`src/hw/rtl/mmp_pkg.sv`:
```
// Shared types, constants and the byte classifier for the MIDI message parser.
package mmp_pkg;

    // Depth of the queue between the classifying front and the executing back.
    localparam int QDEPTH  = 2;
    localparam int QPTR_W  = $clog2(QDEPTH);
    localparam int QCNT_W  = $clog2(QDEPTH + 1);

    // MIDI byte values that the parser recognises.
    localparam logic [7:0] SYS_MASK      = 8'hF0;
    localparam logic [7:0] SYSEX_START   = 8'hF0;
    localparam logic [7:0] SYSEX_END     = 8'hF7;
    localparam logic [7:0] RT_CLOCK      = 8'hF8;
    localparam logic [7:0] RT_START      = 8'hFA;
    localparam logic [7:0] RT_CONTINUE   = 8'hFB;
    localparam logic [7:0] RT_STOP       = 8'hFC;
    localparam logic [3:0] HI_PROG_CHG   = 4'hC;
    localparam logic [3:0] HI_CHAN_PRESS = 4'hD;

    // Class of a received byte, decided by the front.
    typedef enum logic [2:0] {
        CLS_DATA,
        CLS_STATUS,
        CLS_REALTIME,
        CLS_SYSEX_START,
        CLS_SYSEX_END,
        CLS_IGNORE
    } t_byte_class;

    // Kind of result given for each byte.
    typedef enum logic [1:0] {
        EV_NONE     = 2'd0,
        EV_REALTIME = 2'd1,
        EV_MESSAGE  = 2'd2
    } t_event_kind;

    // One queued request: the byte and its class.
    typedef struct packed {
        t_byte_class cls;
        logic [7:0]  rx_byte;
    } t_queue_entry;

    // Sorts a byte into its class.
    function automatic t_byte_class classify(input logic [7:0] b);
        t_byte_class c;
        if ((b & SYS_MASK) == SYS_MASK) begin
            if (b == RT_CLOCK || b == RT_START || b == RT_CONTINUE || b == RT_STOP) begin
                c = CLS_REALTIME;
            end else if (b == SYSEX_START) begin
                c = CLS_SYSEX_START;
            end else if (b == SYSEX_END) begin
                c = CLS_SYSEX_END;
            end else begin
                c = CLS_IGNORE;
            end
        end else if (b[7]) begin
            c = CLS_STATUS;
        end else begin
            c = CLS_DATA;
        end
        return c;
    endfunction

endpackage

```
`src/hw/rtl/mmp_if.sv`:
```
// Valid/ready channel interfaces for received bytes and parser results.
interface mmp_byte_if;
    logic       valid;
    logic       ready;
    logic [7:0] rx_byte;

    modport source (output valid, output rx_byte, input ready);
    modport sink   (input valid, input rx_byte, output ready);
endinterface

interface mmp_event_if;
    logic       valid;
    logic       ready;
    logic [1:0] event_kind;
    logic [7:0] status_byte;
    logic [6:0] first_data;
    logic [6:0] second_data;

    modport source (output valid, output event_kind, output status_byte,
                    output first_data, output second_data, input ready);
    modport sink   (input valid, input event_kind, input status_byte,
                    input first_data, input second_data, output ready);
endinterface

```
`src/hw/rtl/mmp_front.sv`:
```
// Front part: accepts received bytes and classifies them for the queue.
module mmp_front
    import mmp_pkg::*;
(
    mmp_byte_if.sink      i_byte,
    output logic          o_push_valid,
    input  logic          i_push_ready,
    output t_queue_entry  o_push_data
);

    // A request is accepted whenever the queue has room.
    assign i_byte.ready = i_push_ready;
    assign o_push_valid = i_byte.valid;

    // Attach the byte's class so that the back needs only a small decode.
    always_comb begin
        o_push_data.cls     = classify(i_byte.rx_byte);
        o_push_data.rx_byte = i_byte.rx_byte;
    end

endmodule

```
`src/hw/rtl/mmp_queue.sv`:
```
// Short queue of classified requests between the front and the back.
module mmp_queue
    import mmp_pkg::*;
(
    input  logic          i_clk,
    input  logic          i_rst_n,
    input  logic          i_push_valid,
    output logic          o_push_ready,
    input  t_queue_entry  i_push_data,
    output logic          o_pop_valid,
    input  logic          i_pop_ready,
    output t_queue_entry  o_pop_data
);

    t_queue_entry            r_entries [QDEPTH];
    logic [QPTR_W-1:0]       r_wr_ptr;
    logic [QPTR_W-1:0]       r_rd_ptr;
    logic [QCNT_W-1:0]       r_count;
    logic                    push;
    logic                    pop;

    assign o_push_ready = (r_count != QCNT_W'(QDEPTH));
    assign o_pop_valid  = (r_count != '0);
    assign o_pop_data   = r_entries[r_rd_ptr];
    assign push         = i_push_valid && o_push_ready;
    assign pop          = o_pop_valid && i_pop_ready;

    // Pointers and fill count.
    always_ff @(posedge i_clk) begin
        if (!i_rst_n) begin
            r_wr_ptr <= '0;
            r_rd_ptr <= '0;
            r_count  <= '0;
        end else begin
            if (push) begin
                r_wr_ptr <= (r_wr_ptr == QPTR_W'(QDEPTH - 1)) ? '0 : r_wr_ptr + 1'b1;
            end
            if (pop) begin
                r_rd_ptr <= (r_rd_ptr == QPTR_W'(QDEPTH - 1)) ? '0 : r_rd_ptr + 1'b1;
            end
            if (push && !pop) begin
                r_count <= r_count + 1'b1;
            end else if (pop && !push) begin
                r_count <= r_count - 1'b1;
            end
        end
    end

    // Entry storage; no reset needed for payload.
    always_ff @(posedge i_clk) begin
        if (push) begin
            r_entries[r_wr_ptr] <= i_push_data;
        end
    end

endmodule

```
`src/hw/rtl/mmp_back.sv`:
```
// Back part: applies each classified byte to the running state and registers the result.
module mmp_back
    import mmp_pkg::*;
(
    input  logic          i_clk,
    input  logic          i_rst_n,
    input  logic          i_pop_valid,
    output logic          o_pop_ready,
    input  t_queue_entry  i_pop_data,
    mmp_event_if.source   o_event
);

    // Parser state.
    logic [7:0]   r_running_status;
    logic         r_need_two;
    logic         r_have_first;
    logic [6:0]   r_held_first;
    logic         r_inside_sysex;
    logic [7:0]   n_running_status;
    logic         n_need_two;
    logic         n_have_first;
    logic [6:0]   n_held_first;
    logic         n_inside_sysex;

    // Output register.
    logic         r_out_valid;
    t_event_kind  r_kind;
    logic [7:0]   r_status;
    logic [6:0]   r_d1;
    logic [6:0]   r_d2;
    t_event_kind  n_kind;
    logic [7:0]   n_status;
    logic [6:0]   n_d1;
    logic [6:0]   n_d2;

    logic         pop;
    logic [7:0]   b;

    assign o_pop_ready = !r_out_valid || o_event.ready;
    assign pop         = i_pop_valid && o_pop_ready;
    assign b           = i_pop_data.rx_byte;

    // Next state and result for the request at the head of the queue.
    always_comb begin
        n_running_status = r_running_status;
        n_need_two       = r_need_two;
        n_have_first     = r_have_first;
        n_held_first     = r_held_first;
        n_inside_sysex   = r_inside_sysex;
        n_kind           = EV_NONE;
        n_status         = '0;
        n_d1             = '0;
        n_d2             = '0;
        unique case (i_pop_data.cls)
            CLS_REALTIME: begin
                n_kind   = EV_REALTIME;
                n_status = b;
            end
            CLS_SYSEX_START: begin
                n_inside_sysex = 1'b1;
            end
            CLS_SYSEX_END: begin
                n_inside_sysex = 1'b0;
            end
            CLS_STATUS: begin
                n_inside_sysex   = 1'b0;
                n_have_first     = 1'b0;
                n_running_status = b;
                n_need_two       = !(b[7:4] == HI_PROG_CHG || b[7:4] == HI_CHAN_PRESS);
            end
            CLS_DATA: begin
                if (!r_inside_sysex && r_running_status != '0) begin
                    if (!r_have_first) begin
                        n_held_first = b[6:0];
                        if (r_need_two) begin
                            n_have_first = 1'b1;
                        end else begin
                            n_kind   = EV_MESSAGE;
                            n_status = r_running_status;
                            n_d1     = b[6:0];
                        end
                    end else begin
                        n_have_first = 1'b0;
                        n_kind       = EV_MESSAGE;
                        n_status     = r_running_status;
                        n_d1         = r_held_first;
                        n_d2         = b[6:0];
                    end
                end
            end
            default: begin
                // Ignored system bytes leave everything as it is.
            end
        endcase
    end

    // State and output control registers.
    always_ff @(posedge i_clk) begin
        if (!i_rst_n) begin
            r_running_status <= '0;
            r_need_two       <= 1'b0;
            r_have_first     <= 1'b0;
            r_held_first     <= '0;
            r_inside_sysex   <= 1'b0;
            r_out_valid      <= 1'b0;
        end else begin
            if (pop) begin
                r_running_status <= n_running_status;
                r_need_two       <= n_need_two;
                r_have_first     <= n_have_first;
                r_held_first     <= n_held_first;
                r_inside_sysex   <= n_inside_sysex;
                r_out_valid      <= 1'b1;
            end else if (o_event.ready) begin
                r_out_valid      <= 1'b0;
            end
        end
    end

    // Result payload.
    always_ff @(posedge i_clk) begin
        if (pop) begin
            r_kind   <= n_kind;
            r_status <= n_status;
            r_d1     <= n_d1;
            r_d2     <= n_d2;
        end
    end

    assign o_event.valid       = r_out_valid;
    assign o_event.event_kind  = r_kind;
    assign o_event.status_byte = r_status;
    assign o_event.first_data  = r_d1;
    assign o_event.second_data = r_d2;

endmodule

```
`src/hw/rtl/midi_message_parser.sv`:
```
// Top level of the MIDI running-status message parser.
//
// The input channel carries one received MIDI byte per request; the output
// channel gives exactly one result per byte: event kind, status byte and up to
// two data bytes. Realtime bytes come straight out, channel messages come out
// when their last data byte arrives, and every other byte gives an empty result.
// Running status is kept, so data bytes after a complete message start the next.
//
// The front classifies each byte, a two-entry queue holds the classified
// requests, and the back updates the running state and fills an output register.
// An accepted byte is first registered in the queue, and its result is then
// registered in the output register. One byte is taken every cycle while the
// receiver keeps ready high; the rate is set by the state update in the back.
//
// Reset clears the running status, the data count and the sysex flag, and
// empties the queue and the output register. When the receiver stalls, the
// result waits in the output register and the queue fills; input ready drops
// only once both queue entries are taken.
module midi_message_parser
    import mmp_pkg::*;
(
    input  logic          i_clk,
    input  logic          i_rst_n,
    mmp_byte_if.sink      i_byte,
    mmp_event_if.source   o_event
);

    logic          push_valid;
    logic          push_ready;
    t_queue_entry  push_data;
    logic          pop_valid;
    logic          pop_ready;
    t_queue_entry  pop_data;

    // Accept and classify.
    mmp_front u_front (
        .i_byte       (i_byte),
        .o_push_valid (push_valid),
        .i_push_ready (push_ready),
        .o_push_data  (push_data)
    );

    // Decoupling queue.
    mmp_queue u_queue (
        .i_clk        (i_clk),
        .i_rst_n      (i_rst_n),
        .i_push_valid (push_valid),
        .o_push_ready (push_ready),
        .i_push_data  (push_data),
        .o_pop_valid  (pop_valid),
        .i_pop_ready  (pop_ready),
        .o_pop_data   (pop_data)
    );

    // Execute and register the result.
    mmp_back u_back (
        .i_clk       (i_clk),
        .i_rst_n     (i_rst_n),
        .i_pop_valid (pop_valid),
        .o_pop_ready (pop_ready),
        .i_pop_data  (pop_data),
        .o_event     (o_event)
    );

endmodule
```
`src/flat_wrapper.sv`:
```
// flat-port wrapper written by rule: the top's interface ports become plain ports
module midi_message_parser_flat import mmp_pkg::*;
  (i_clk, i_rst_n, i_byte_valid, i_byte_rx_byte, i_byte_ready, o_event_valid, o_event_event_kind, o_event_status_byte, o_event_first_data, o_event_second_data, o_event_ready);
  mmp_byte_if i_byte_i ();
  mmp_event_if o_event_i ();
  input  logic i_clk;
  input  logic i_rst_n;
  input wire logic [$bits(i_byte_i.valid)-1:0] i_byte_valid;
  input wire logic [$bits(i_byte_i.rx_byte)-1:0] i_byte_rx_byte;
  output wire logic [$bits(i_byte_i.ready)-1:0] i_byte_ready;
  output wire logic [$bits(o_event_i.valid)-1:0] o_event_valid;
  output wire logic [$bits(o_event_i.event_kind)-1:0] o_event_event_kind;
  output wire logic [$bits(o_event_i.status_byte)-1:0] o_event_status_byte;
  output wire logic [$bits(o_event_i.first_data)-1:0] o_event_first_data;
  output wire logic [$bits(o_event_i.second_data)-1:0] o_event_second_data;
  input wire logic [$bits(o_event_i.ready)-1:0] o_event_ready;
  assign i_byte_i.valid = i_byte_valid;
  assign i_byte_i.rx_byte = i_byte_rx_byte;
  assign i_byte_ready = i_byte_i.ready;
  assign o_event_valid = o_event_i.valid;
  assign o_event_event_kind = o_event_i.event_kind;
  assign o_event_status_byte = o_event_i.status_byte;
  assign o_event_first_data = o_event_i.first_data;
  assign o_event_second_data = o_event_i.second_data;
  assign o_event_i.ready = o_event_ready;
  midi_message_parser u_core (.i_clk(i_clk), .i_rst_n(i_rst_n), .i_byte(i_byte_i), .o_event(o_event_i));
endmodule
```
`config.mk`:
```
export PLATFORM = sky130hd
export DESIGN_NAME = midi_message_parser_flat
export DESIGN_NICKNAME = d
export VERILOG_FILES = /design/src/hw/rtl/mmp_pkg.sv /design/src/hw/rtl/mmp_if.sv /design/src/hw/rtl/mmp_front.sv /design/src/hw/rtl/mmp_queue.sv /design/src/hw/rtl/mmp_back.sv /design/src/hw/rtl/midi_message_parser.sv /design/src/flat_wrapper.sv
export SDC_FILE = /design/constraint.sdc
export NUM_CORES = 1
export LEC_CHECK = 0
export BUFFER_PORTS_ARGS = -buffer_cell sky130_fd_sc_hd__buf_4
export CAP_MARGIN = 30
export CORE_MARGIN = 4
export CORE_UTILIZATION = 38
export DETAILED_ROUTE_END_ITERATION = 16
export GPL_ROUTABILITY_DRIVEN = 0
export SYNTH_ARGS = -nofsm -noshare
export SYNTH_HDL_FRONTEND = slang
export SYNTH_HIERARCHICAL = 1
export SYNTH_SLANG_ARGS = --single-unit
```
`constraint.sdc`:
```
create_clock -name i_clk -period 1.83 [get_ports i_clk]
set_input_delay 0.2745 -clock i_clk [delete_from_list [all_inputs] [get_ports i_clk]]
set_output_delay 0.2745 -clock i_clk [all_outputs]
set_load 0.02 [all_outputs]
```
Word-level counts from Yosys, hierarchy flattened
Memories as Yosys holds them, arrays and structs flattened. A register that Yosys moved wholly into a read port is not among the register bits.
Cells that the tools add are included.
- register bits: 47
- bits in writable memories: 22
- output and inout bits: 26
- memories: 1
- $add $sub $neg: 4
- eq/ne operators: 15
- multiplexer cells: 30
- bitwise logic cells: 1
- reduce and logical (&&, ||, !) cells: 29
- memories (name ; depth ; width ; read ports ; clocked after Yosys merged registers in ; write ports ; RTL line ; text):
    u_core.u_queue.r_entries ; 2 ; 11 ; 1 ; 1 ; 1 ; mmp_queue.sv:15 ; t_queue_entry r_entries [QDEPTH];
- operators by type and width (operator ; number):
    $eq 8x8->1 const B ; 6
    $mux 8 ; 3
    $pmux 8 s2 ; 1
    $mux 7 ; 2
    $mux 1 ; 13
    $eq 4x4->1 const B ; 3
    $mux 2 ; 5
    $reduce_bool 2->1 ; 5
    $mux 3 ; 3
    $reduce_bool 8->1 ; 1
    $eq 3x2->1 const B ; 2
    $reduce_and 2->1 ; 3
    $reduce_and 3->1 ; 2
    $logic_and 1x1->1 ; 5
    $logic_not 1->1 ; 5
    $logic_or 1x1->1 ; 5
    $ne 2x2->1 const B ; 2
    $pmux 1 s2 ; 2
    $pmux 2 s2 ; 1
    $reduce_and 4->1 ; 1
    $eq 3x1->1 const B ; 1
    $eq 3x3->1 const B ; 1
    $logic_not 3->1 ; 1
    $add 1x1->1 const B ; 2
    other kinds (4) ; 4

Longest topological paths before layout
- depth in word-level cells: 6
- mapped depth: 7

By module
Netlist, hierarchy kept.
- modules (own cells, without submodules) (module ; instances ; cells each ; area each (um2) ; sequential area each (um2)):
    mmp_back ; 1 ; 153 ; 1855.5 ; 1101.1
    mmp_queue ; 1 ; 58 ; 1032.2 ; 760.7
    mmp_front ; 1 ; 21 ; 156.4 ; 0.0

Least setup slack after synthesis
OpenSTA, ideal clock, no wires.
- kind: register -> register
- start point: register with a tool-made name
- end point: register u_core.u_back.r_held_first[0]
- library setup time: 0.072 ns
- arrival time: 1.932 ns
- slack: -0.174 ns
- cell stages (with the launch flop): 7
- buffers on the path: 1
- clock period less this slack: 2.004 ns
- path through: dfxtp_1 buf_2 mux2_2 nor4_4 o21ai_4 nor3_4 mux2i_1
- RTL lines (what ; RTL line ; text):
    to (signal assigned) ; mmp_back.sv:111 ; r_held_first <= n_held_first;
    to (decl) ; mmp_back.sv:17 ; logic [6:0] r_held_first;

==> impl_metrics.json <==
{
  "wl_per_cell_microns": 13.5,
  "synth_cell_type_count": 46,
  "synthTopCellsByArea": "edfxtp_1, dfxtp_1, mux2i_1",
  "insertion_delay_ns": 0.34,
  "grt_overflow_total": 0,
  "seqCellArea_sq_um": 1870,
  "synth-seq-area-share_pct": 61.2,
  "io_buffers": 37,
  "power_frac_clock_pct": 23.9,
  "diodes": 0,
  "critPathCaptureType": "flop",
  "synth-main-ff-cell": "edfxtp_1",
  "dieWidth_microns": 97.5,
  "cts.clk_slew.worst_paths_ns": 0.07,
  "drtIter0Drc": 78,
  "rsz0062_at_grt": "yes",
  "viasPerCell": 4.75,
  "grtUsageMet1_pct": 15.7,
  "worstHoldPathType": "in2reg",
  "dp_cells": 363,
  "hold_buffers": 0,
  "cts_buffer_depth": 2,
  "cap_viol_max_count": 0,
  "antenna_left": 0,
  "synth_top_area_cell": "edfxtp_1",
  "syn_to_final_growth_pct": 21.5,
  "final_layout_size_suffix_gt1_share_pct": 33.9,
  "grt_use_met3_pct": 3.95,
  "initial_core_util_pct": 39.2,
  "cts_buffers": 9,
  "status": "complete, no violations",
  "critical_path_class": "reg2reg",
  "min-delay-start": "i_byte_rx_byte[6]",
  "dp_hpwl_microns": 3590,
  "syn_area_sq_um": 3040,
  "antenna_found_initial": 0,
  "critPathArrivalTime_ns": 1.99,
  "fin_cells": 382,
  "cts_max_level": 3,
  "die_height_microns": 97.5,
  "grt_max_degree": 33,
  "synth-edff-count": 46,
  "leakagePower_nw": 1.40,
  "ys_async_sr_fraction_pct": 0,
  "fmax_ghz": 0.567,
  "placed_area_sq_um": 3450,
  "yosys_warnings": 6,
  "first_pass_iters": 4,
  "dp_worst_setup_slack_ns": -0.000842,
  "std_cell_rows": 32,
  "power_mw": 5.58,
  "cts_root_buf": "clkbuf_8",
  "slew_headroom_pct": 69.4,
  "track_usage_pct": 11.7,
  "filler_cell_count": 697,
  "peakVddDrop_mv": 0.637,
  "cts.sinks": 70,
  "power_density_nw_per_um2": 1510,
  "syn_nets": 245,
  "switching_power_mw": 1.80,
  "cp.required_ns": 2.06,
  "busiest_layer": "met2",
  "internal-power_mw": 3.78,
  "power_frac_comb_pct": 34.9,
  "start_kind": "flop",
  "fin_hold_ws_ns": 0.126,
  "grt_pass1_vias": 1701,
  "synth.top_cell.area_share_pct": 45.4,
  "synthCells": 232,
  "drc": 0,
  "design_area_sq_um": 3700,
  "fin_skew_ns": 0.00938,
  "grt_first_pass_wirelength_microns": 8600,
  "dieArea_sq_um": 9510,
  "synth-seq-cells": 70,
  "io_pins": 38,
  "p_sw_share_pct": 32.2,
  "setup_viol": 0,
  "coreArea_sq_um": 7770,
  "syn_avg_cell_area_sq_um": 13.1,
  "synth_commonest_cells": "edfxtp_1, dfxtp_1, mux2i_1, nand2_1",
  "vias": 1813,
  "synth_most_common_cell": "edfxtp_1",
  "seqPwrFrac_pct": 41.2,
  "cts_tree": "done",
  "worst_slack_ns": 0.0663,
  "tightest_slew_ns": 0.459,
  "multi_input_area_sq_um": 1080,
  "min_period_ns": 1.76,
  "final_max_slew_viol_count": 0,
  "final_nets": 288,
  "wl_microns": 5170,
  "fin_crit_sh_pct": 96.4,
  "crit_fanout": 8,
  "hold_violations": 0,
  "grtUsageMet2_pct": 16.8
}
-- worst max-delay path, cell delays in order, from the launching register on --
cell	delay, ns
dfxtp_4	0.38
mux2_4	0.34
nand2b_1	0.16
nor4b_2	0.27
buf_4	0.26
mux2i_1	0.20
nor2b_1	0.06
-- cell usage in the layout, fill, tap and decap left out, types with 2 or more instances in the layout --
cell type | synthesis | routed
xnor2_1 | 2 | 2
nor2_1 | 11 | 8
a22o_1 | 9 | 9
nor2_2 | 0 | 3
nand3b_1 | 2 | 2
a21oi_1 | 8 | 8
clkinv_2 | 0 | 2
nand2b_1 | 2 | 2
or4_4 | 2 | 2
buf_4 | 10 | 51
bufinv_16 | 0 | 2
dfxtp_1 | 24 | 23
clkbuf_8 | 0 | 9
mux2_2 | 11 | 8
nor2b_1 | 10 | 10
edfxtp_1 | 46 | 46
nand4b_1 | 2 | 2
nand2_1 | 16 | 16
clkinv_4 | 0 | 2
mux2i_1 | 16 | 16
inv_1 | 3 | 3
and3_1 | 8 | 8
o21a_1 | 3 | 2
nor3b_1 | 7 | 7
mux2_4 | 0 | 3
and2_1 | 5 | 5
o21ai_1 | 2 | 2
-- registers in the layout (all words and copies together) (netlist names), 2 cells and up, named ones only --
signal                             cells
u_core/u_queue/r_entries              22
u_core/u_back/r_held_first             7
u_core/u_queue/r_count                 2
u_core/u_back/o_event.status_byte      8
u_core/u_back/r_running_status         8
u_core/u_back/o_event.second_data      7
u_core/u_back/o_event.first_data       7
u_core/u_back/o_event.event_kind       2
-- logic make-up (layout without fill, tap and decap cells) --
logic type / count (synthesis) / count (layout) / share of synthesized area, %
fa+ha+maj: 1 / 1 / 0.411
mux: 27 / 27 / 9.33
buf+inv: 23 / 71 / 4.15
simple gates: 77 / 77 / 16.3
flops: 70 / 70 / 61.2
xor+xnor: 3 / 3 / 0.863
compound gates: 31 / 31 / 7.77
-- layer usage --
metal	vias to the layer above	wire, microns
li1	922	-
met1	842	2490
met2	45	2340
met3	4	299
met4	0	48
met5	-	0
-- layout make-up --
class,count,share of cell area [%]
sequential,70,50.4
inverter,3,0.304
multi-input combinational,139,29.1
clock buffer,10,3.45
tap,102,3.45
timing repair buffer,52,10.9
clock inverter,6,2.37
-- power groups by stage --
stage | combinational [mW] | sequential, mW | clock, mW
finish | 1.95 | 2.30 | 1.33
global route | 2.10 | 2.34 | 1.45
CTS | 1.96 | 2.30 | 1.37
detailed placement | 1.93 | 2.33 | 0
global placement | 1.92 | 2.33 | 0
floorplan | 1.05 | 2.57 | 0
-- final timing paths --
kind / cells after the start / slack, ns / end
max: 6 / 0.07 / u_core/u_back/r_running_status[4]
min: 1 / 0.13 / u_core/u_queue/r_entries[0][6]
max reg2reg: 6 / 0.07 / u_core/u_back/r_running_status[4]
min reg2reg: 2 / 0.47 / u_core/u_back/r_held_first[2]
-- metrics by stage --
stage / utilization [%] / TNS (ns)
after CTS: 47.4 / 0
final: 47.6 / 0
after global placement: 44.4 / 0
after floorplan: - / -0.597
after global routing: 47.6 / -0.226
after detailed placement: 44.4 / -0.000842
-- repair_timing --
item / 4_1_cts / 5_1_grt
setup buffers: 2 / 1
pin swaps: 1 / 2
setup endpoints to repair: 4 / 25
gates resized for setup: 2 / 4
Note: power is estimated with default switching activity, not from simulation.
